File: config.mk
export PLATFORM = sky130hd
export DESIGN_NAME = ranging_responder_sequencer_flat
export DESIGN_NICKNAME = d
export VERILOG_FILES = /design/src/sv/rrs_pkg.sv /design/src/sv/rrs_if.sv /design/src/sv/ranging_responder_sequencer.sv /design/src/sv/rrs_decode.sv /design/src/sv/rrs_step.sv /design/src/flat_wrapper.sv
export SDC_FILE = /design/constraint.sdc
export NUM_CORES = 1
export LEC_CHECK = 0
export BUFFER_PORTS_ARGS = -buffer_cell sky130_fd_sc_hd__buf_2
export CAP_MARGIN = 20
export CORE_ASPECT_RATIO = 1.1
export CORE_MARGIN = 2
export CORE_UTILIZATION = 55
export DETAILED_ROUTE_END_ITERATION = 10
export PLACE_DENSITY_LB_ADDON = 0.25
export SYNTH_ARGS = -nofsm -noshare
export SYNTH_HDL_FRONTEND = slang
export SYNTH_HIERARCHICAL = 1
export SYNTH_SLANG_ARGS = --single-unit
File: constraint.sdc
create_clock -name clk -period 10.4 [get_ports clk]
set_input_delay 1.56 -clock clk [delete_from_list [all_inputs] [get_ports clk]]
set_output_delay 1.56 -clock clk [all_outputs]
set_load 0.005 [all_outputs]
File: src/sv/rrs_pkg.sv
`timescale 1ns / 1ps
// ----------------------------------------------------------------------------
// rrs_pkg
// shared types and codes for the ranging responder sequencer
// ----------------------------------------------------------------------------
package rrs_pkg;

  localparam int CFG_IDX_W  = 3;
  localparam int CFG_DATA_W = 32;
  localparam int TIME_W     = 40;

  // status read that failed on the bus
  localparam logic [31:0] STATUS_BAD = 32'hFFFF_FFFF;

  // configuration register indexes
  localparam logic [CFG_IDX_W-1:0] REG_TX_DONE_MASK = 3'd0;
  localparam logic [CFG_IDX_W-1:0] REG_RX_DONE_MASK = 3'd1;
  localparam logic [CFG_IDX_W-1:0] REG_RX_FAIL_MASK = 3'd2;
  localparam logic [CFG_IDX_W-1:0] REG_FIRST_CODE   = 3'd3;
  localparam logic [CFG_IDX_W-1:0] REG_SECOND_CODE  = 3'd4;
  localparam logic [CFG_IDX_W-1:0] REG_REPLY_CODE   = 3'd5;

  // request kinds
  localparam logic ACT_IRQ     = 1'b0;
  localparam logic ACT_RESTART = 1'b1;

  // radio commands
  localparam logic [2:0] CMD_NONE       = 3'd0;
  localparam logic [2:0] CMD_ENABLE_RX  = 3'd1;
  localparam logic [2:0] CMD_RESET_RX   = 3'd2;
  localparam logic [2:0] CMD_SEND_REPLY = 3'd3;
  localparam logic [2:0] CMD_SEND_TIMES = 3'd4;

  // phase codes
  localparam logic [1:0] PH_WAIT_RX    = 2'd0;
  localparam logic [1:0] PH_WAIT_REPLY = 2'd1;
  localparam logic [1:0] PH_WAIT_TIMES = 2'd2;

  typedef struct packed {
    logic [31:0] tx_done_mask;
    logic [31:0] rx_done_mask;
    logic [31:0] rx_fail_mask;
    logic [7:0]  first_code;
    logic [7:0]  second_code;
    logic [7:0]  reply_code;
  } cfg_t;

  typedef struct packed {
    logic        tx_hit;
    logic        rx_hit;
    logic        err_hit;
    logic [31:0] ack;
  } decode_t;

  typedef struct packed {
    logic [1:0] phase;
    logic       tx_pending;
    logic       rx_pending;
    logic       err_pending;
    logic       flag_first;
    logic       flag_second;
  } ctrl_t;

endpackage

File: src/sv/rrs_if.sv
`timescale 1ns / 1ps
// ----------------------------------------------------------------------------
// rrs_in_if / rrs_out_if
// valid/ready channels for requests and results
// ----------------------------------------------------------------------------
interface rrs_in_if;
  logic        valid;
  logic        ready;
  logic        action;
  logic [31:0] status_word;
  logic [7:0]  frame_type;
  logic [39:0] rx_stamp;
  logic [39:0] tx_stamp;

  modport source (output valid, action, status_word, frame_type, rx_stamp, tx_stamp,
                  input ready);
  modport sink   (input valid, action, status_word, frame_type, rx_stamp, tx_stamp,
                  output ready);
endinterface

interface rrs_out_if;
  logic        valid;
  logic        ready;
  logic [2:0]  command;
  logic [31:0] ack_bits;
  logic [7:0]  reply_byte;
  logic [39:0] poll_rx_time;
  logic [39:0] resp_tx_time;
  logic [39:0] final_rx_time;
  logic        seen_first;
  logic        seen_second;
  logic [1:0]  phase_out;

  modport source (output valid, command, ack_bits, reply_byte, poll_rx_time, resp_tx_time,
                  final_rx_time, seen_first, seen_second, phase_out,
                  input ready);
  modport sink   (input valid, command, ack_bits, reply_byte, poll_rx_time, resp_tx_time,
                  final_rx_time, seen_first, seen_second, phase_out,
                  output ready);
endinterface

File: src/sv/ranging_responder_sequencer.sv
`timescale 1ns / 1ps
// path: an accepted request is held in the input register and loads the result
//   register once that register is free or drains (one input register, one result register)
// throughput: one request per cycle while results drain; a single pass of decode
//   plus phase logic updates the state between the input and result registers
// reset: synchronous, active high; clears phase, pending and sticky flags, stored
//   times and both pipeline valids, and loads the mask and code defaults
// ----------------------------------------------------------------------------
// ranging_responder_sequencer
// responder side of a double-sided two-way ranging exchange
// ----------------------------------------------------------------------------
module ranging_responder_sequencer
  import rrs_pkg::*;
#(
  parameter int STAMP_BITS = 40
) (
  input  logic                  clk,
  input  logic                  rst,
  input  logic                  cfg_we,
  input  logic [CFG_IDX_W-1:0]  cfg_index,
  input  logic [CFG_DATA_W-1:0] cfg_data,
  rrs_in_if.sink                req,
  rrs_out_if.source             rsp
);

  // configuration registers
  cfg_t cfg;

  // input register
  logic        s1_valid;
  logic        s1_action;
  logic [31:0] s1_status;
  logic [7:0]  s1_frame_type;
  logic [39:0] s1_rx_stamp;
  logic [39:0] s1_tx_stamp;

  // sequencer state
  ctrl_t                 ctrl;
  logic [7:0]            held_type;
  logic [STAMP_BITS-1:0] held_rx_time;
  logic [STAMP_BITS-1:0] held_tx_time;
  logic [STAMP_BITS-1:0] poll_time;
  logic [STAMP_BITS-1:0] reply_time;
  logic [STAMP_BITS-1:0] final_time;

  // next values from the single-pass logic
  decode_t               dec;
  ctrl_t                 ctrl_next;
  logic [7:0]            held_type_next;
  logic [STAMP_BITS-1:0] held_rx_time_next;
  logic [STAMP_BITS-1:0] held_tx_time_next;
  logic [STAMP_BITS-1:0] poll_time_next;
  logic [STAMP_BITS-1:0] reply_time_next;
  logic [STAMP_BITS-1:0] final_time_next;
  logic [2:0]            command_next;
  logic [7:0]            reply_byte_next;

  // stored times widened so any stamp width maps onto the 40-bit result fields
  logic [63:0] poll_wide;
  logic [63:0] reply_wide;
  logic [63:0] final_wide;

  logic req_take;
  logic advance;

  // the input register moves on whenever the result register is free or drains
  assign advance  = s1_valid && (!rsp.valid || rsp.ready);
  assign req.ready = !s1_valid || advance;
  assign req_take = req.valid && req.ready;

  // ---------------------------------------------------------------------------
  // configuration writes; the host must issue them only while idle, the block does not enforce it
  // ---------------------------------------------------------------------------
  always_ff @(posedge clk) begin
    if (rst) begin
      cfg.tx_done_mask <= 32'd128;
      cfg.rx_done_mask <= 32'd24576;
      cfg.rx_fail_mask <= 32'd69718016;
      cfg.first_code   <= 8'd1;
      cfg.second_code  <= 8'd2;
      cfg.reply_code   <= 8'd3;
    end else if (cfg_we) begin
      case (cfg_index)
        REG_TX_DONE_MASK: cfg.tx_done_mask <= cfg_data;
        REG_RX_DONE_MASK: cfg.rx_done_mask <= cfg_data;
        REG_RX_FAIL_MASK: cfg.rx_fail_mask <= cfg_data;
        REG_FIRST_CODE:   cfg.first_code   <= cfg_data[7:0];
        REG_SECOND_CODE:  cfg.second_code  <= cfg_data[7:0];
        REG_REPLY_CODE:   cfg.reply_code   <= cfg_data[7:0];
        default: ;
      endcase
    end
  end

  // ---------------------------------------------------------------------------
  // input register
  // ---------------------------------------------------------------------------
  always_ff @(posedge clk) begin
    if (rst) begin
      s1_valid <= 1'b0;
    end else if (req_take) begin
      s1_valid <= 1'b1;
    end else if (advance) begin
      s1_valid <= 1'b0;
    end
  end

  always_ff @(posedge clk) begin
    if (req_take) begin
      s1_action     <= req.action;
      s1_status     <= req.status_word;
      s1_frame_type <= req.frame_type;
      s1_rx_stamp   <= req.rx_stamp;
      s1_tx_stamp   <= req.tx_stamp;
    end
  end

  // ---------------------------------------------------------------------------
  // single pass: status decode, then the phase machine
  // ---------------------------------------------------------------------------
  rrs_decode u_decode (
    .action      (s1_action),
    .status_word (s1_status),
    .cfg         (cfg),
    .dec         (dec)
  );

  rrs_step #(
    .STAMP_BITS (STAMP_BITS)
  ) u_step (
    .action            (s1_action),
    .frame_type        (s1_frame_type),
    .rx_stamp          (s1_rx_stamp),
    .tx_stamp          (s1_tx_stamp),
    .dec               (dec),
    .cfg               (cfg),
    .ctrl              (ctrl),
    .held_type         (held_type),
    .held_rx_time      (held_rx_time),
    .held_tx_time      (held_tx_time),
    .poll_time         (poll_time),
    .reply_time        (reply_time),
    .final_time        (final_time),
    .ctrl_next         (ctrl_next),
    .held_type_next    (held_type_next),
    .held_rx_time_next (held_rx_time_next),
    .held_tx_time_next (held_tx_time_next),
    .poll_time_next    (poll_time_next),
    .reply_time_next   (reply_time_next),
    .final_time_next   (final_time_next),
    .command           (command_next),
    .reply_byte        (reply_byte_next)
  );

  // ---------------------------------------------------------------------------
  // state commits when a request passes into the result register
  // ---------------------------------------------------------------------------
  always_ff @(posedge clk) begin
    if (rst) begin
      ctrl         <= '0;
      held_type    <= 8'd0;
      held_rx_time <= '0;
      held_tx_time <= '0;
      poll_time    <= '0;
      reply_time   <= '0;
      final_time   <= '0;
    end else if (advance) begin
      ctrl         <= ctrl_next;
      held_type    <= held_type_next;
      held_rx_time <= held_rx_time_next;
      held_tx_time <= held_tx_time_next;
      poll_time    <= poll_time_next;
      reply_time   <= reply_time_next;
      final_time   <= final_time_next;
    end
  end

  // ---------------------------------------------------------------------------
  // result register
  // ---------------------------------------------------------------------------
  assign poll_wide  = 64'(poll_time_next);
  assign reply_wide = 64'(reply_time_next);
  assign final_wide = 64'(final_time_next);

  always_ff @(posedge clk) begin
    if (rst) begin
      rsp.valid <= 1'b0;
    end else if (advance) begin
      rsp.valid <= 1'b1;
    end else if (rsp.ready) begin
      rsp.valid <= 1'b0;
    end
  end

  always_ff @(posedge clk) begin
    if (advance) begin
      rsp.command       <= command_next;
      rsp.ack_bits      <= dec.ack;
      rsp.reply_byte    <= reply_byte_next;
      rsp.poll_rx_time  <= poll_wide[TIME_W-1:0];
      rsp.resp_tx_time  <= reply_wide[TIME_W-1:0];
      rsp.final_rx_time <= final_wide[TIME_W-1:0];
      rsp.seen_first    <= ctrl_next.flag_first;
      rsp.seen_second   <= ctrl_next.flag_second;
      rsp.phase_out     <= ctrl_next.phase;
    end
  end

endmodule

File: src/sv/rrs_decode.sv
`timescale 1ns / 1ps
// ----------------------------------------------------------------------------
// rrs_decode
// status word decode through the three masks, acknowledge mask
// ----------------------------------------------------------------------------
module rrs_decode
  import rrs_pkg::*;
(
  input  logic        action,
  input  logic [31:0] status_word,
  input  cfg_t        cfg,
  output decode_t     dec
);

  logic good_read;

  assign good_read = (action == ACT_IRQ) && (status_word != STATUS_BAD);

  always_comb begin
    dec.tx_hit  = good_read && ((status_word & cfg.tx_done_mask) != 32'd0);
    dec.rx_hit  = good_read && ((status_word & cfg.rx_done_mask) == cfg.rx_done_mask);
    dec.err_hit = good_read && ((status_word & cfg.rx_fail_mask) != 32'd0);
    dec.ack     = (dec.tx_hit  ? cfg.tx_done_mask : 32'd0)
                | (dec.rx_hit  ? cfg.rx_done_mask : 32'd0)
                | (dec.err_hit ? cfg.rx_fail_mask : 32'd0);
  end

endmodule

File: src/sv/rrs_step.sv
`timescale 1ns / 1ps
// ----------------------------------------------------------------------------
// rrs_step
// phase machine next state, stored times and command for one request
// ----------------------------------------------------------------------------
module rrs_step
  import rrs_pkg::*;
#(
  parameter int STAMP_BITS = 40
) (
  input  logic                  action,
  input  logic [7:0]            frame_type,
  input  logic [39:0]           rx_stamp,
  input  logic [39:0]           tx_stamp,
  input  decode_t               dec,
  input  cfg_t                  cfg,
  input  ctrl_t                 ctrl,
  input  logic [7:0]            held_type,
  input  logic [STAMP_BITS-1:0] held_rx_time,
  input  logic [STAMP_BITS-1:0] held_tx_time,
  input  logic [STAMP_BITS-1:0] poll_time,
  input  logic [STAMP_BITS-1:0] reply_time,
  input  logic [STAMP_BITS-1:0] final_time,
  output ctrl_t                 ctrl_next,
  output logic [7:0]            held_type_next,
  output logic [STAMP_BITS-1:0] held_rx_time_next,
  output logic [STAMP_BITS-1:0] held_tx_time_next,
  output logic [STAMP_BITS-1:0] poll_time_next,
  output logic [STAMP_BITS-1:0] reply_time_next,
  output logic [STAMP_BITS-1:0] final_time_next,
  output logic [2:0]            command,
  output logic [7:0]            reply_byte
);

  logic [63:0] rx_wide;
  logic [63:0] tx_wide;

  assign rx_wide = 64'(rx_stamp);
  assign tx_wide = 64'(tx_stamp);

  always_comb begin
    ctrl_next         = ctrl;
    held_type_next    = held_type;
    held_rx_time_next = held_rx_time;
    held_tx_time_next = held_tx_time;
    poll_time_next    = poll_time;
    reply_time_next   = reply_time;
    final_time_next   = final_time;
    command           = CMD_NONE;
    reply_byte        = 8'd0;

    if (action == ACT_RESTART) begin
      // error flag survives a restart
      ctrl_next.tx_pending = 1'b0;
      ctrl_next.rx_pending = 1'b0;
      ctrl_next.phase      = PH_WAIT_RX;
      command              = CMD_ENABLE_RX;
    end else begin
      if (dec.tx_hit) begin
        ctrl_next.tx_pending = 1'b1;
        held_tx_time_next    = tx_wide[STAMP_BITS-1:0];
      end
      if (dec.rx_hit) begin
        ctrl_next.rx_pending = 1'b1;
        held_type_next       = frame_type;
        held_rx_time_next    = rx_wide[STAMP_BITS-1:0];
      end
      if (dec.err_hit) begin
        ctrl_next.err_pending = 1'b1;
      end

      case (ctrl.phase)
        PH_WAIT_REPLY: begin
          if (ctrl_next.tx_pending) begin
            reply_time_next      = held_tx_time_next;
            ctrl_next.tx_pending = 1'b0;
            ctrl_next.phase      = PH_WAIT_RX;
            command              = CMD_ENABLE_RX;
          end
        end
        PH_WAIT_TIMES: begin
          if (ctrl_next.tx_pending) begin
            ctrl_next.tx_pending = 1'b0;
            ctrl_next.rx_pending = 1'b0;
            ctrl_next.phase      = PH_WAIT_RX;
            command              = CMD_ENABLE_RX;
          end
        end
        default: begin
          ctrl_next.phase = PH_WAIT_RX;
          if (ctrl_next.err_pending) begin
            ctrl_next.err_pending = 1'b0;
            ctrl_next.tx_pending  = 1'b0;
            ctrl_next.rx_pending  = 1'b0;
            command               = CMD_RESET_RX;
          end else if (ctrl_next.rx_pending) begin
            ctrl_next.rx_pending = 1'b0;
            ctrl_next.tx_pending = 1'b0;
            if (held_type_next == cfg.first_code) begin
              poll_time_next       = held_rx_time_next;
              ctrl_next.flag_first = 1'b1;
              reply_byte           = cfg.reply_code;
              ctrl_next.phase      = PH_WAIT_REPLY;
              command              = CMD_SEND_REPLY;
            end else if (held_type_next == cfg.second_code) begin
              final_time_next       = held_rx_time_next;
              ctrl_next.flag_second = 1'b1;
              ctrl_next.phase       = PH_WAIT_TIMES;
              command               = CMD_SEND_TIMES;
            end else begin
              command = CMD_ENABLE_RX;
            end
          end
        end
      endcase
    end
  end

endmodule

File: src/flat_wrapper.sv
// flat-port wrapper written by rule: the top's interface ports become plain ports
module ranging_responder_sequencer_flat import rrs_pkg::*;
#(
  parameter int STAMP_BITS = 40
)
  (clk, rst, cfg_we, cfg_index, cfg_data, req_valid, req_action, req_status_word, req_frame_type, req_rx_stamp, req_tx_stamp, req_ready, rsp_valid, rsp_command, rsp_ack_bits, rsp_reply_byte, rsp_poll_rx_time, rsp_resp_tx_time, rsp_final_rx_time, rsp_seen_first, rsp_seen_second, rsp_phase_out, rsp_ready);
  rrs_in_if req_i ();
  rrs_out_if rsp_i ();
  input  logic clk;
  input  logic rst;
  input  logic cfg_we;
  input  logic [CFG_IDX_W-1:0] cfg_index;
  input  logic [CFG_DATA_W-1:0] cfg_data;
  input wire logic [$bits(req_i.valid)-1:0] req_valid;
  input wire logic [$bits(req_i.action)-1:0] req_action;
  input wire logic [$bits(req_i.status_word)-1:0] req_status_word;
  input wire logic [$bits(req_i.frame_type)-1:0] req_frame_type;
  input wire logic [$bits(req_i.rx_stamp)-1:0] req_rx_stamp;
  input wire logic [$bits(req_i.tx_stamp)-1:0] req_tx_stamp;
  output wire logic [$bits(req_i.ready)-1:0] req_ready;
  output wire logic [$bits(rsp_i.valid)-1:0] rsp_valid;
  output wire logic [$bits(rsp_i.command)-1:0] rsp_command;
  output wire logic [$bits(rsp_i.ack_bits)-1:0] rsp_ack_bits;
  output wire logic [$bits(rsp_i.reply_byte)-1:0] rsp_reply_byte;
  output wire logic [$bits(rsp_i.poll_rx_time)-1:0] rsp_poll_rx_time;
  output wire logic [$bits(rsp_i.resp_tx_time)-1:0] rsp_resp_tx_time;
  output wire logic [$bits(rsp_i.final_rx_time)-1:0] rsp_final_rx_time;
  output wire logic [$bits(rsp_i.seen_first)-1:0] rsp_seen_first;
  output wire logic [$bits(rsp_i.seen_second)-1:0] rsp_seen_second;
  output wire logic [$bits(rsp_i.phase_out)-1:0] rsp_phase_out;
  input wire logic [$bits(rsp_i.ready)-1:0] rsp_ready;
  assign req_i.valid = req_valid;
  assign req_i.action = req_action;
  assign req_i.status_word = req_status_word;
  assign req_i.frame_type = req_frame_type;
  assign req_i.rx_stamp = req_rx_stamp;
  assign req_i.tx_stamp = req_tx_stamp;
  assign req_ready = req_i.ready;
  assign rsp_valid = rsp_i.valid;
  assign rsp_command = rsp_i.command;
  assign rsp_ack_bits = rsp_i.ack_bits;
  assign rsp_reply_byte = rsp_i.reply_byte;
  assign rsp_poll_rx_time = rsp_i.poll_rx_time;
  assign rsp_resp_tx_time = rsp_i.resp_tx_time;
  assign rsp_final_rx_time = rsp_i.final_rx_time;
  assign rsp_seen_first = rsp_i.seen_first;
  assign rsp_seen_second = rsp_i.seen_second;
  assign rsp_phase_out = rsp_i.phase_out;
  assign rsp_i.ready = rsp_ready;
  ranging_responder_sequencer #(.STAMP_BITS(STAMP_BITS)) u_core (.clk(clk), .rst(rst), .cfg_we(cfg_we), .cfg_index(cfg_index), .cfg_data(cfg_data), .req(req_i), .rsp(rsp_i));
endmodule
=== After elaboration in Yosys (flattened, before gate mapping) ===
Cells that the tools add are included.

* Multiplexer cells: 54
* Bitwise logic cells: 8
* Reductions and logical operators: 24
* Equality and inequality tests: 11

{| class="wikitable"
|+ Operator list
! operator !! number
|-
| two-way mux 40 bit || 16
|-
| bitwise AND 32 bit || 3
|-
| two-way mux 32 bit || 3
|-
| bitwise OR 32 bit || 2
|-
| nonzero test 32 bit || 2
|-
| == test 32 bit || 1
|-
| != test 32 bit, second input constant || 1
|-
| two-way mux 3 bit || 7
|-
| == test 8 bit || 2
|-
| two-way mux 8 bit || 2
|-
| two-way mux 1 bit || 14
|-
| two-way mux 2 bit || 7
|-
| AND reduction 2 bit || 7
|-
| two-way mux 4 bit || 3
|-
| == test 3 x 2 -> 1 bit, second input constant || 2
|-
| == test 3 bit, second input constant || 2
|-
| logical AND 1 bit || 6
|-
| case mux 3 bit (2 select lines) || 1
|-
| OR reduction 6 bit || 1
|-
| nonzero test 2 bit || 2
|-
| == test 3 x 1 -> 1 bit, second input constant || 1
|-
| zero test 3 bit || 1
|-
| NOT 1 bit || 3
|-
| == test 2 x 1 -> 1 bit, second input constant || 1
|-
| 5 further kinds || 7
|}

* Output and inout bits: 169
* Input port bits: 161
* Logic and storage cells: 131
* Bits in registers: 625

=== Logic depth before layout (Yosys ltp) ===
Gate-level depths: netlist of run 1.

* Word-level depth: 12
* Gate-level depth with buffers: 16
* Mapped depth without buffers: 11

=== Modules after synthesis ===
The synthesis of run 1 kept the hierarchy.

{| class="wikitable"
|+ By module, submodules not included
! module !! times used !! area each (um^2) !! cells an instance !! sequential area each (um^2)
|-
| ranging_responder_sequencer || 1 || 22441.5 || 1746 || 15394.8
|-
| rrs_step || 1 || 3976.3 || 447 || 0.0
|-
| rrs_decode || 1 || 1441.4 || 217 || 0.0
|}

=== Worst setup path after synthesis of run 1 ===
OpenSTA, ideal clock, no wires.

* Path type: input port to flip-flop
* Start point: in rsp_ready
* End point: reg u_core.s1_action, enable pin
* Data arrival time: 7486 ps
* Setup slack: 2274 ps
* Data required time: 9759 ps
* Path buffers: 0
* Library setup time: 641 ps
* Stages: 2
* Path through: nor2b_1 a21oi_1

* Cells in the longest elaborated chain, start to end: 4

{| class="wikitable"
|+ Ends and longest elaborated chain
! what !! RTL line !! source
|-
| from (decl) || flat_wrapper.sv:31 || <nowiki>input wire logic [$bits(rsp_i.ready)-1:0] rsp_ready;</nowiki>
|-
| logical OR 1 bit || ranging_responder_sequencer.sv:67 || <nowiki>assign advance = s1_valid && (!rsp.valid || rsp.ready);</nowiki>
|-
| logical AND 1 bit || ranging_responder_sequencer.sv:67 ||
|-
| logical OR 1 bit || ranging_responder_sequencer.sv:68 || <nowiki>assign req.ready = !s1_valid || advance;</nowiki>
|-
| logical AND 1 bit || ranging_responder_sequencer.sv:69 || <nowiki>assign req_take = req.valid && req.ready;</nowiki>
|-
| named net u_core.req_take || ranging_responder_sequencer.sv:63 || <nowiki>logic req_take;</nowiki>
|-
| to (signal assigned) || ranging_responder_sequencer.sv:110 || <nowiki>s1_action <= req.action;</nowiki>
|-
| to (decl) || ranging_responder_sequencer.sv:31 || <nowiki>logic s1_action;</nowiki>
|}

The timed path passes the listed nets, and every way through them passes these cells.
A chain may end at the register's enable or synchronous reset.

==> impl_results.md, run 1 <==
* Setup TNS Final at 0 ps
* Critical path depth at 13
* LEAKAGE at 11.8 nW
* Pint at 0.00413 W
* Final period util at 54.0%
* Synth Register Bits at 625
* WL final at 69.1 mm
* Setup bufs post-CTS at 0
* R2r setup slk at 4790 ps
* Chip height at 240 µm
* Drt first pass iters at 6
* Max-cap violations at 0
* Antenna violations before repair at 11
* CTS H-tree depth at 3
* Register area share after synthesis at 55.3%
* Row cnt at 86
* Finish-stage setup viols at 0
* Hold path cells at 2
* Critical path endpoint category: flop
* DRC viols at 0
* WS Path Type: reg2reg
* Final Util at 63.9%
* Slowest CP cell: buf_4
* Post-CTS Hold Buffers at 0
* First-pass GRT wire length at 105 mm
* Critical-path cell list: nor2b_1 -> a2111oi_0 -> nand4_1 -> nor4_4 -> buf_4 -> mux2i_1 -> xnor2_1 -> nor4_2 -> nand3b_1 -> buf_4 -> mux2_1 -> nand2b_1 -> mux2i_1
* Finished Layout Cells at 3,376
* Clock transition at path regs at 60 ps
* DR vias at 19.0k
* Slew HR at -15.0%
* Vias in the first global route at 18.9k
* Seq pwr share at 50.4%
* Share of layout cells above drive strength 1 at 24.6%
* Via density per instance at 5.63
* Grt total ovfl at 0
* Fin crit period at 5610 ps
* Nets at 2,825
* Slowest stage delay, CP at 770 ps
* Ports at 330
* ANT nets after route at 0
* CTS tree: done
* Inst Count DP at 3,252
* Worst VDD drop at 0.142 mV
* Violated checks: max-slew violations
* Least-Margin Pin Slew at 1730 ps
* Total CTS buffers at 66
* Starting Density at 55.7%
* Largest net degree at the start of global routing at 308
* Chip width at 219 µm
* Switch share at 22.7%
* Net Switching at 0.00121 W
* Clock root buffer: clkbuf_16
* Detail Placement HPWL at 43.6 mm
* Gate power share at 7.0%
* Core Footprint at 50,000 µm²
* PostCTS Resize Cnt at 0
* YS warnings at 6
* CP Launch Type: flop
* Final hold vios at 0
* Area Overhead vs Synth at 14.8%
* Fmax at 178 MHz
* PwrDens at 167 nW/µm²
* Cells after Synth at 2,410
* Full die area at 52,500 µm²
* Clock Path Buffers at 3
* Global-route usage over all layers at 25.7%
* Sink Count at 625
* Crit Path Max Fanout at 53
* Mapped Area at 27,900 µm²
* Post-synth cell types at 51
* Min Hold Slack at 469 ps
* Hold crit path type: reg2reg
* Clk_lat worst skew at 590 ps
* GPL Wtd Cong at 0.909
* Slew Limit Fails at 157
* Initial DRC count at 1,562
* RSZ-0062 raised after global routing: no
* Critical Path AT at 6030 ps
* Syn nets at 2,573
* Wire per inst at 20.5 µm
* Worst Path Buf+Inv at 2
* Worst r2r path cells at 13
* Outcome: finished, violations left
* Port bufs at 329
* CP delay by family, top: simple AND/OR/NAND/NOR gates
* Post-Syn Area per Cell at 11.6 µm²
* Pre-CTS setup slack at 4730 ps
* Final Skew at 19.7 ps
* Critical Path RT at 10,820 ps
* Clock share of power at 42.6%
* Fin worst setup slack at 4790 ps
synth_stat cells, drive strengths merged:
master | number | area [µm²]
nor3 | 26 | 135
nand4bb | 2 | 22.5
clkbuf | 102 | 384
nor4bb | 4 | 40.0
a221o | 32 | 324
buf | 67 | 429
nor3b | 1 | 7.51
o221ai | 1 | 8.76
a21o | 2 | 15.0
or2 | 1 | 6.26
a22oi | 32 | 240
nor2 | 85 | 319
nand4 | 17 | 106
o2111ai | 1 | 8.76
xor2 | 8 | 70.1
nor4b | 2 | 23.8
or4b | 1 | 13.8
o22ai | 4 | 25.0
nand4b | 1 | 8.76
edfxtp | 288 | 8650
inv | 59 | 221
ha | 2 | 25.0
and4b | 2 | 20.0
a211oi | 33 | 248
nand2b | 432 | 2700
mux2i | 276 | 2800
a2111oi | 6 | 71.3
dfxtp | 337 | 6750
nor4 | 6 | 73.8
nand3b | 3 | 22.5
mux2 | 204 | 2410
a21oi | 151 | 756
xnor2 | 8 | 70.1
nor2b | 20 | 125
nand2 | 192 | 721
or4 | 2 | 15.0
area by class of cell:
class / count / area [µm²]
Tap cell: 660 / 826
Inverter: 59 / 221
Antenna cell: 3 / 7.51
Timing Repair Buffer: 353 / 1900
Clock buffer: 99 / 1950
Multi-Input combinational cell: 1557 / 11500
Fill cell: 3944 / 18100
Sequential cell: 625 / 15400
Clock inverter: 20 / 133
sequential cells by signal, summed over array words and instances (netlist names), 7 cells and up:
name	count
u_core/cfg	120
u_core/ctrl	7
u_core/final_time	40
u_core/held_rx_time	40
u_core/held_tx_time	40
u_core/held_type	8
u_core/poll_time	40
u_core/reply_time	40
u_core/rsp.ack_bits	32
u_core/rsp.final_rx_time	40
u_core/rsp.poll_rx_time	40
u_core/rsp.reply_byte	8
u_core/rsp.resp_tx_time	40
u_core/s1_frame_type	8
u_core/s1_rx_stamp	40
u_core/s1_status	32
u_core/s1_tx_stamp	40
logic make-up after synthesis:
| kind of cell | Yosys count | synth area share, % |
|---|---|---|
| DFF | 625 | 55.3 |
| AOI/OAI and AO/OA | 262 | 6.09 |
| adders and majority gates | 2 | 0.0898 |
| buffers and inverters | 228 | 3.71 |
| muxes | 480 | 18.7 |
| and+or+nand+nor | 797 | 15.7 |
| xor gates and xnor gates | 16 | 0.503 |
final timing paths:
kind | end | from
min reg2reg | u_core/final_time[22]$_SDFFE_PP0P_ | u_core/final_time[22]$_SDFFE_PP0P_
max | u_core/poll_time[0]$_SDFFE_PP0P_ | u_core/s1_status[12]$_DFFE_PP_
min | u_core/final_time[22]$_SDFFE_PP0P_ | u_core/final_time[22]$_SDFFE_PP0P_
max reg2reg | u_core/poll_time[0]$_SDFFE_PP0P_ | u_core/s1_status[12]$_DFFE_PP_
power groups by stage:
stage / registers (W) / logic, W / clock network (W)
global placement: 0.00274 / 0.000367 / 0
detailed placement: 0.00274 / 0.000372 / 0
finish: 0.00269 / 0.000374 / 0.00227
floorplan: 0.00273 / 0.000241 / 0
global route: 0.00269 / 0.000400 / 0.00243
CTS: 0.00269 / 0.000373 / 0.00233
stage by stage:
stage / power [W] / cell area [µm²]
5_1_grt: 0.00552 / 32000
6_report: 0.00534 / 32000
3_5_place_dp: 0.00311 / 29800
3_3_place_gp: 0.00310 / 29800
4_1_cts: 0.00539 / 31900
2_1_floorplan: 0.00297 / 27900
worst min-delay path: stages, from the launching register on:
cell      delay [ps]
dfxtp_1          300
nand2b_1          60
mux2i_1           60
layer usage:
| metal | wire length [µm] | global-route usage, % |
|---|---|---|
| met1 | 28900 | 33.0 |
| met2 | 33300 | 42.6 |
| met3 | 4550 | 5.30 |
| met4 | 2260 | 10.1 |
| met5 | 112 | 0 |
cells in the final DEF (no fill, tap or decap), types with 6 or more instances in the layout:
cell type | Yosys | layout
mux2_2 | 162 | 162
inv_1 | 59 | 59
nand4_1 | 17 | 17
nor2_1 | 85 | 84
a221o_1 | 29 | 29
nand2b_1 | 432 | 432
edfxtp_1 | 288 | 288
nand2_1 | 192 | 192
a21oi_1 | 151 | 149
mux2i_1 | 272 | 272
mux2_1 | 12 | 12
nor3_1 | 25 | 24
xor2_1 | 8 | 8
mux2_4 | 30 | 30
nor2b_1 | 20 | 17
xnor2_1 | 8 | 8
buf_2 | 40 | 328
dfxtp_1 | 337 | 337
clkbuf_1 | 101 | 19
clkinv_1 | 0 | 6
clkbuf_16 | 0 | 69
a22oi_1 | 32 | 32
a211oi_1 | 33 | 33
clkbuf_8 | 0 | 11
clkinv_2 | 0 | 9
buf_4 | 5 | 19
No activity file was read; power rests on OpenSTA's default activity.
==> run 2, diff against run 1 <==
--- a/config.mk
+++ b/config.mk
@@ -9,7 +9,7 @@
 export CAP_MARGIN = 20
 export CORE_ASPECT_RATIO = 1.1
 export CORE_MARGIN = 2
-export CORE_UTILIZATION = 55
+export CORE_UTILIZATION = 53
 export DETAILED_ROUTE_END_ITERATION = 10
 export PLACE_DENSITY_LB_ADDON = 0.25
 export SYNTH_ARGS = -nofsm -noshare
==> constraint.sdc (replaced) <==
create_clock -name clk -period 4.81 [get_ports clk]
set_input_delay 0.7215 -clock clk [delete_from_list [all_inputs] [get_ports clk]]
set_output_delay 0.7215 -clock clk [all_outputs]
set_load 0.005 [all_outputs]
==> run 2 against run 1 <==
Compared with the run above: the flow now finishes without violations; via count shrank 0.18%; worst setup slack worse by 4500 ps; first-iteration DRC count decreased by 11%; non-clock buffer count rose by 8; flip-flop and latch count unchanged; critical path type unchanged; critical endpoint is now u_core/final_time[33]$_SDFFE_PP0P_; largest cell class unchanged.
==> impl_results.md, run 2 (same netlist as run 1, synthesis figures left out) <==
* Final Skew at 34.2 ps (+14.6 ps)
* Clock share of power at 42.1% (-0.5 points)
* Pint at 0.00882 W (+110%)
* Row cnt at 88 (+2.3%)
* DRC viols at 0 (unchanged)
* Core Footprint at 52,200 µm² (+4.3%)
* Setup bufs post-CTS at 0 (unchanged)
* Critical Path AT at 5000 ps (-1030 ps)
* Clock root buffer: clkbuf_16
* Fin crit period at 4560 ps (-1060 ps)
* DR vias at 19.0k (-0.18%)
* Least-Margin Pin Slew at 1180 ps (-544 ps)
* Slew HR at 21.2% (+36 points)
* Hold worst-path end: u_core/s1_status[8]$_DFFE_PP_
* Min-delay src: req_status_word[8]
* Hold crit path type: in2reg
* GPL Wtd Cong at 0.911 (+0.12%)
* PwrDens at 357 nW/µm² (+110%)
* Nets at 2,833 (+0.28%)
* First-pass GRT wire length at 107 mm (+1.7%)
* Critical-path cell list: nor2b_1 -> a2111oi_1 -> nand4_1 -> nor4_4 -> buf_4 -> mux2i_4 -> xor2_1 -> nand4_1 -> a2111oi_4 -> buf_12 -> mux2_1 -> nand2b_1 -> mux2i_1
* Global-route usage over all layers at 24.9% (-0.83 points)
* Wire per inst at 20.4 µm (-0.53%)
* Sink Count at 625 (unchanged)
* R2r setup slk at 250 ps (-4530 ps)
* Clock Path Buffers at 3 (unchanged)
* Max-cap violations at 0 (unchanged)
* Slowest stage delay, CP at 680 ps (-90 ps)
* Critical path endpoint category: flop
* Power, Total at 0.0114 W (+110%)
* R2R Path Start: u_core/s1_status[12]$_DFFE_PP_
* Largest Register: u_core/cfg
* Fin worst setup slack at 253 ps (-4530 ps)
* Reg2reg end: u_core/final_time[33]$_SDFFE_PP0P_
* Final period util at 94.7% (+41 points)
* Gate power share at 7.1% (about the same)
* Clock transition at path regs at 60 ps (about the same)
* Min Hold Slack at 301 ps (-168 ps)
* Grt total ovfl at 0 (unchanged)
* Fillers at 4,170 (+5.7%)
* Chip width at 223 µm (+1.8%)
* Finish-stage setup viols at 0 (unchanged)
* Final Util at 61.4% (-2.5 points)
* CP Launch Type: flop
* ANT nets after route at 0 (unchanged)
* Share of layout cells above drive strength 1 at 24.5% (-0.081 points)
* WS Path Type: reg2reg
* Largest register FFs at 120 (unchanged)
* CTS H-tree depth at 3 (unchanged)
* CP delay by family, top: simple AND/OR/NAND/NOR gates
* Hold path cells at 1 (-1)
* Worst Path Buf+Inv at 2 (unchanged)
* Largest net degree at the start of global routing at 262 (-15%)
* CTS tree: done
* Fmax at 219 MHz (+23%)
* Most frequent cells in the layout: nand2b_1, dfxtp_1, buf_2
* Worst r2r path cells at 13 (unchanged)
* CP dominant cell by count: nand4_1
* Clk_lat worst skew at 600 ps (about the same)
* Vias in the first global route at 19.2k (+1.8%)
* Initial DRC count at 1,394 (-11%)
* Port bufs at 329 (unchanged)
* Ports at 330 (unchanged)
* Setup TNS Final at 0 ps (unchanged)
* Crit Path Max Fanout at 43 (-19%)
* Total CTS buffers at 66 (unchanged)
* Critical Path RT at 5250 ps (-5570 ps)
* Full die area at 54,400 µm² (+3.7%)
* Seq pwr share at 50.8% (+0.4 points)
* Commonest non-fill, non-tap cell in the layout: nand2b_1
* Drt first pass iters at 6 (unchanged)
* Chip height at 244 µm (+1.8%)
* Worst VDD drop at 0.313 mV (+120%)
* Slowest CP cell: nor4_4
* WL final at 69.2 mm (+0.14%)
* Pre-CTS setup slack at 156 ps (-4580 ps)
* Switch share at 22.9% (+0.25 points)
* Starting Density at 53.4% (-2.3 points)
* RSZ-0062 raised after global routing: no
* Final hold vios at 0 (unchanged)
* Net Switching at 0.00262 W (+120%)
* Antenna violations before repair at 8 (-3)
* Area Overhead vs Synth at 15.1%
* Slew Limit Fails at 0 (-100%)
* Via density per instance at 5.58 (-0.86%)
* LEAKAGE at 11.8 nW (about the same)
* Outcome: complete, no violations
* Detail Placement HPWL at 43.7 mm (+0.28%)
[run 2: how the worst max path moves through the flow]
stage	start	end	depth (start not counted)
detailed placement	u_core/s1_status[12]$_DFFE_PP_	u_core/final_time[33]$_SDFFE_PP0P_	13
global placement	u_core/s1_status[12]$_DFFE_PP_	u_core/final_time[39]$_SDFFE_PP0P_	13
CTS	u_core/s1_status[12]$_DFFE_PP_	u_core/final_time[33]$_SDFFE_PP0P_	13
floorplan	rsp_ready	u_core/s1_action$_DFFE_PP_	2
finish	u_core/s1_status[12]$_DFFE_PP_	u_core/final_time[33]$_SDFFE_PP0P_	13
global route	u_core/s1_status[12]$_DFFE_PP_	u_core/final_time[33]$_SDFFE_PP0P_	13
[run 2: routing by layer]
| metal | global-route usage [%] | vias up | routed length, µm |
|---|---|---|---|
| li1 | - | 8938 | - |
| met1 | 32.0 | 9268 | 29200 |
| met2 | 42.3 | 640 | 33800 |
| met3 | 4.82 | 101 | 4620 |
| met4 | 8.07 | 14 | 1510 |
| met5 | 0 | - | 96 |
[run 2: layout make-up]
cell class	instances	area (µm²)	area share (%)
clock buffers	95	1820	5.69
diodes	2	5.00	0.0156
inverters	59	221	0.691
repair buffers	361	2050	6.39
flip-flops and latches	625	15400	48.0
well taps	675	845	2.63
clock inverters	25	175	0.546
multi-input cells	1557	11500	36.0
[run 2: through the flow]
step | instance area [µm²] | cells
after CTS | 32000 | 3397
after global routing | 32100 | 3397
after floorplan | 27900 | 2410
final | 32100 | 3399
after detailed placement | 30100 | 3277
after global placement | 30100 | 3277
[run 2: repair_timing]
| item | in CTS | in global routing |
|---|---|---|
| hold buffers | 0 | 0 |
| resized for setup | 0 | 1 |
| endpoints found under the setup margin | 0 | 76 |
[run 2: power groups by stage]
stage / combinational, W / clock, W / sequential [W]
2_1_floorplan: 0.000520 / 0 / 0.00590
3_3_place_gp: 0.000803 / 0 / 0.00592
3_5_place_dp: 0.000818 / 0 / 0.00592
6_report: 0.000816 / 0.00482 / 0.00581
4_1_cts: 0.000820 / 0.00494 / 0.00581
5_1_grt: 0.000873 / 0.00515 / 0.00582
==> run 3, diff against run 2 <==
--- a/config.mk
+++ b/config.mk
@@ -11,7 +11,7 @@
 export CORE_MARGIN = 2
 export CORE_UTILIZATION = 53
 export DETAILED_ROUTE_END_ITERATION = 10
-export PLACE_DENSITY_LB_ADDON = 0.25
+export PLACE_DENSITY_LB_ADDON = 0.3
 export SYNTH_ARGS = -nofsm -noshare
 export SYNTH_HDL_FRONTEND = slang
 export SYNTH_HIERARCHICAL = 1
==> run 3 against run 2 <==
Compared with the run above: worst hold slack lost 7.0 ps; first-iteration DRC count down 15%; non-clock buffer count rose by 3; critical path depth stayed put; count of clock-buffer cells in the layout grew 2; cell count grew 0.12%; via count is 0.39% higher; critical path type unchanged; largest power group unchanged; highest routed layer unchanged.
==> impl_results.md, run 3 (same netlist as run 1, synthesis figures left out) <==
* Final hold vios at 0 (unchanged)
* Final Cell Area at 32,200 µm² (+0.45%)
* Fmax at 222 MHz (+1.1%)
* Wire per inst at 20.7 µm (+1.5%)
* Fillers at 4,121 (-1.2%)
* Clk_lat worst skew at 600 ps (about the same)
* WL final at 70.4 mm (+1.7%)
* Port bufs at 329 (unchanged)
* Setup bufs post-CTS at 0 (unchanged)
* GPL Wtd Cong at 0.925 (+1.5%)
* Min Hold Slack at 294 ps (-6.95 ps)
* CTS tree: done
* Worst r2r path cells at 13 (unchanged)
* Chip width at 223 µm (unchanged)
* Initial DRC count at 1,179 (-15%)
* Reg2reg end: u_core/poll_time[0]$_SDFFE_PP0P_
* Full die area at 54,400 µm² (unchanged)
* Instance area at placement at 30,100 µm² (about the same)
* PostCTS Resize Cnt at 0 (unchanged)
* Finish-stage setup viols at 0 (unchanged)
* Largest Register: u_core/cfg
* Slew Limit Fails at 0 (unchanged)
* Final Util at 61.7% (+0.28 points)
* Setup TNS Final at 0 ps (unchanged)
* Least-Margin Pin Slew at 919 ps (-263 ps)
* ANT nets after route at 0 (unchanged)
* Critical path endpoint category: flop
* WS Path Type: reg2reg
* Total CTS buffers at 67 (+1.5%)
* Row cnt at 88 (unchanged)
* Commonest non-fill, non-tap cell in the layout: nand2b_1
* Starting Density at 53.4% (unchanged)
* Clock transition at path regs at 60 ps (about the same)
* CTS H-tree depth at 3 (unchanged)
* PwrDens at 361 nW/µm² (+1.1%)
* Drt first pass iters at 5 (-1)
* Vias in the first global route at 19.4k (+1.0%)
* RSZ-0062 raised after global routing: no
* Critical Path RT at 5270 ps (+20 ps)
* Max-cap violations at 0 (unchanged)
* CP Launch Type: flop
* Largest net degree at the start of global routing at 173 (-34%)
* Clock root buffer: clkbuf_16
* Most frequent cells in the layout: nand2b_1, dfxtp_1, buf_2
* Critical Path Start: u_core/s1_status[11]$_DFFE_PP_
* Largest register FFs at 120 (unchanged)
* Final Skew at 19.0 ps (-15.2 ps)
* Grt total ovfl at 0 (unchanged)
* Worst VDD drop at 0.276 mV (-12%)
* Global-route usage over all layers at 25.4% (+0.52 points)
* Antenna violations before repair at 9 (+1)
* Ports at 330 (unchanged)
* Share of layout cells above drive strength 1 at 24.9% (+0.35 points)
* First-pass GRT wire length at 108 mm (+1.4%)
* Hold worst-path end: u_core/s1_tx_stamp[8]$_DFFE_PP_
* Clock Path Buffers at 3 (unchanged)
* DRC viols at 0 (unchanged)
* Core Footprint at 52,200 µm² (unchanged)
* Nets at 2,837 (+0.14%)
* Chip height at 244 µm (unchanged)
* Fin crit period at 4510 ps (-47.8 ps)
* Crit Path Max Fanout at 24 (-44%)
* Area Overhead vs Synth at 15.6%
* Min-delay src: req_tx_stamp[8]
* LEAKAGE at 11.8 nW (+0.67%)
* R2R Path Start: u_core/s1_status[11]$_DFFE_PP_
* Slew HR at 38.8% (+18 points)
* Hold crit path type: in2reg
* DR vias at 19.0k (+0.39%)
* Final period util at 93.8% (-0.99 points)
* Post-CTS Hold Buffers at 0 (unchanged)
* Hold path cells at 1 (unchanged)
* Via density per instance at 5.59 (+0.27%)
* Outcome: complete, no violations
* Detail Placement HPWL at 45.5 mm (+4.0%)
* Critical Path AT at 4970 ps (-30 ps)
* Sink Count at 625 (unchanged)
* R2r setup slk at 300 ps (+50 ps)
## run 3: cell count changes in the layout (fill, tap and decap cells not counted), sizes merged
cell	delta
buf	+3
bufinv	+1
clkbuf	+2
clkinv	-4
diode	+2
## run 3: worst max path at each step
stage,endpoint,cells past startpoint
CTS,u_core/final_time[20]$_SDFFE_PP0P_,13
finish,u_core/poll_time[0]$_SDFFE_PP0P_,13
global placement,u_core/final_time[0]$_SDFFE_PP0P_,13
detailed placement,u_core/final_time[34]$_SDFFE_PP0P_,13
floorplan,u_core/s1_action$_DFFE_PP_,2
global route,u_core/final_time[0]$_SDFFE_PP0P_,13
## run 3: final cells by class
cell class	count	area (µm²)	share of cell area (%)
antenna	4	10.0	0.0311
tap	675	845	2.62
inverter	59	221	0.688
sequential	625	15400	47.8
timing repair buffer	364	2080	6.47
clock buffer	97	1910	5.94
multi-input combinational	1557	11500	35.8
clock inverter	22	191	0.594
## run 3: layer usage
metal | wire [µm] | track usage (%) | up-vias | part of all wire [%]
li1 | - | - | 8956 | -
met1 | 29500 | 32.0 | 9336 | 42
met2 | 34700 | 43.4 | 622 | 49
met3 | 4220 | 4.65 | 110 | 6.0
met4 | 1910 | 9.97 | 10 | 2.7
met5 | 59 | 0 | - | 0.084
## run 3: metrics by stage
stage / setup slack [ps] / cells / power, W
finish: 300 / 3403 / 0.0116
global route: 121 / 3402 / 0.0120
global placement: 395 / 3278 / 0.00672
floorplan: 255 / 2410 / 0.00642
CTS: 307 / 3398 / 0.0117
detailed placement: 334 / 3279 / 0.00674
## run 3: critical path, cell delays in order (launching register included)
cell	delay, ps
edfxtp_1	450
nor2b_1	130
a2111oi_0	700
o2111ai_1	280
nor4_4	340
buf_4	310
mux2i_1	360
xnor2_1	140
nor4_2	570
nand3b_1	190
buf_4	320
mux2_1	400
nand2b_1	90
mux2i_1	80
## run 3: where the power goes
group,leakage (nW),internal [W],switching (W)
Clock,1.03,0.00292,0.00207
Sequential,5.53,0.00571,0.0000974
Combinational,5.29,0.000354,0.000468
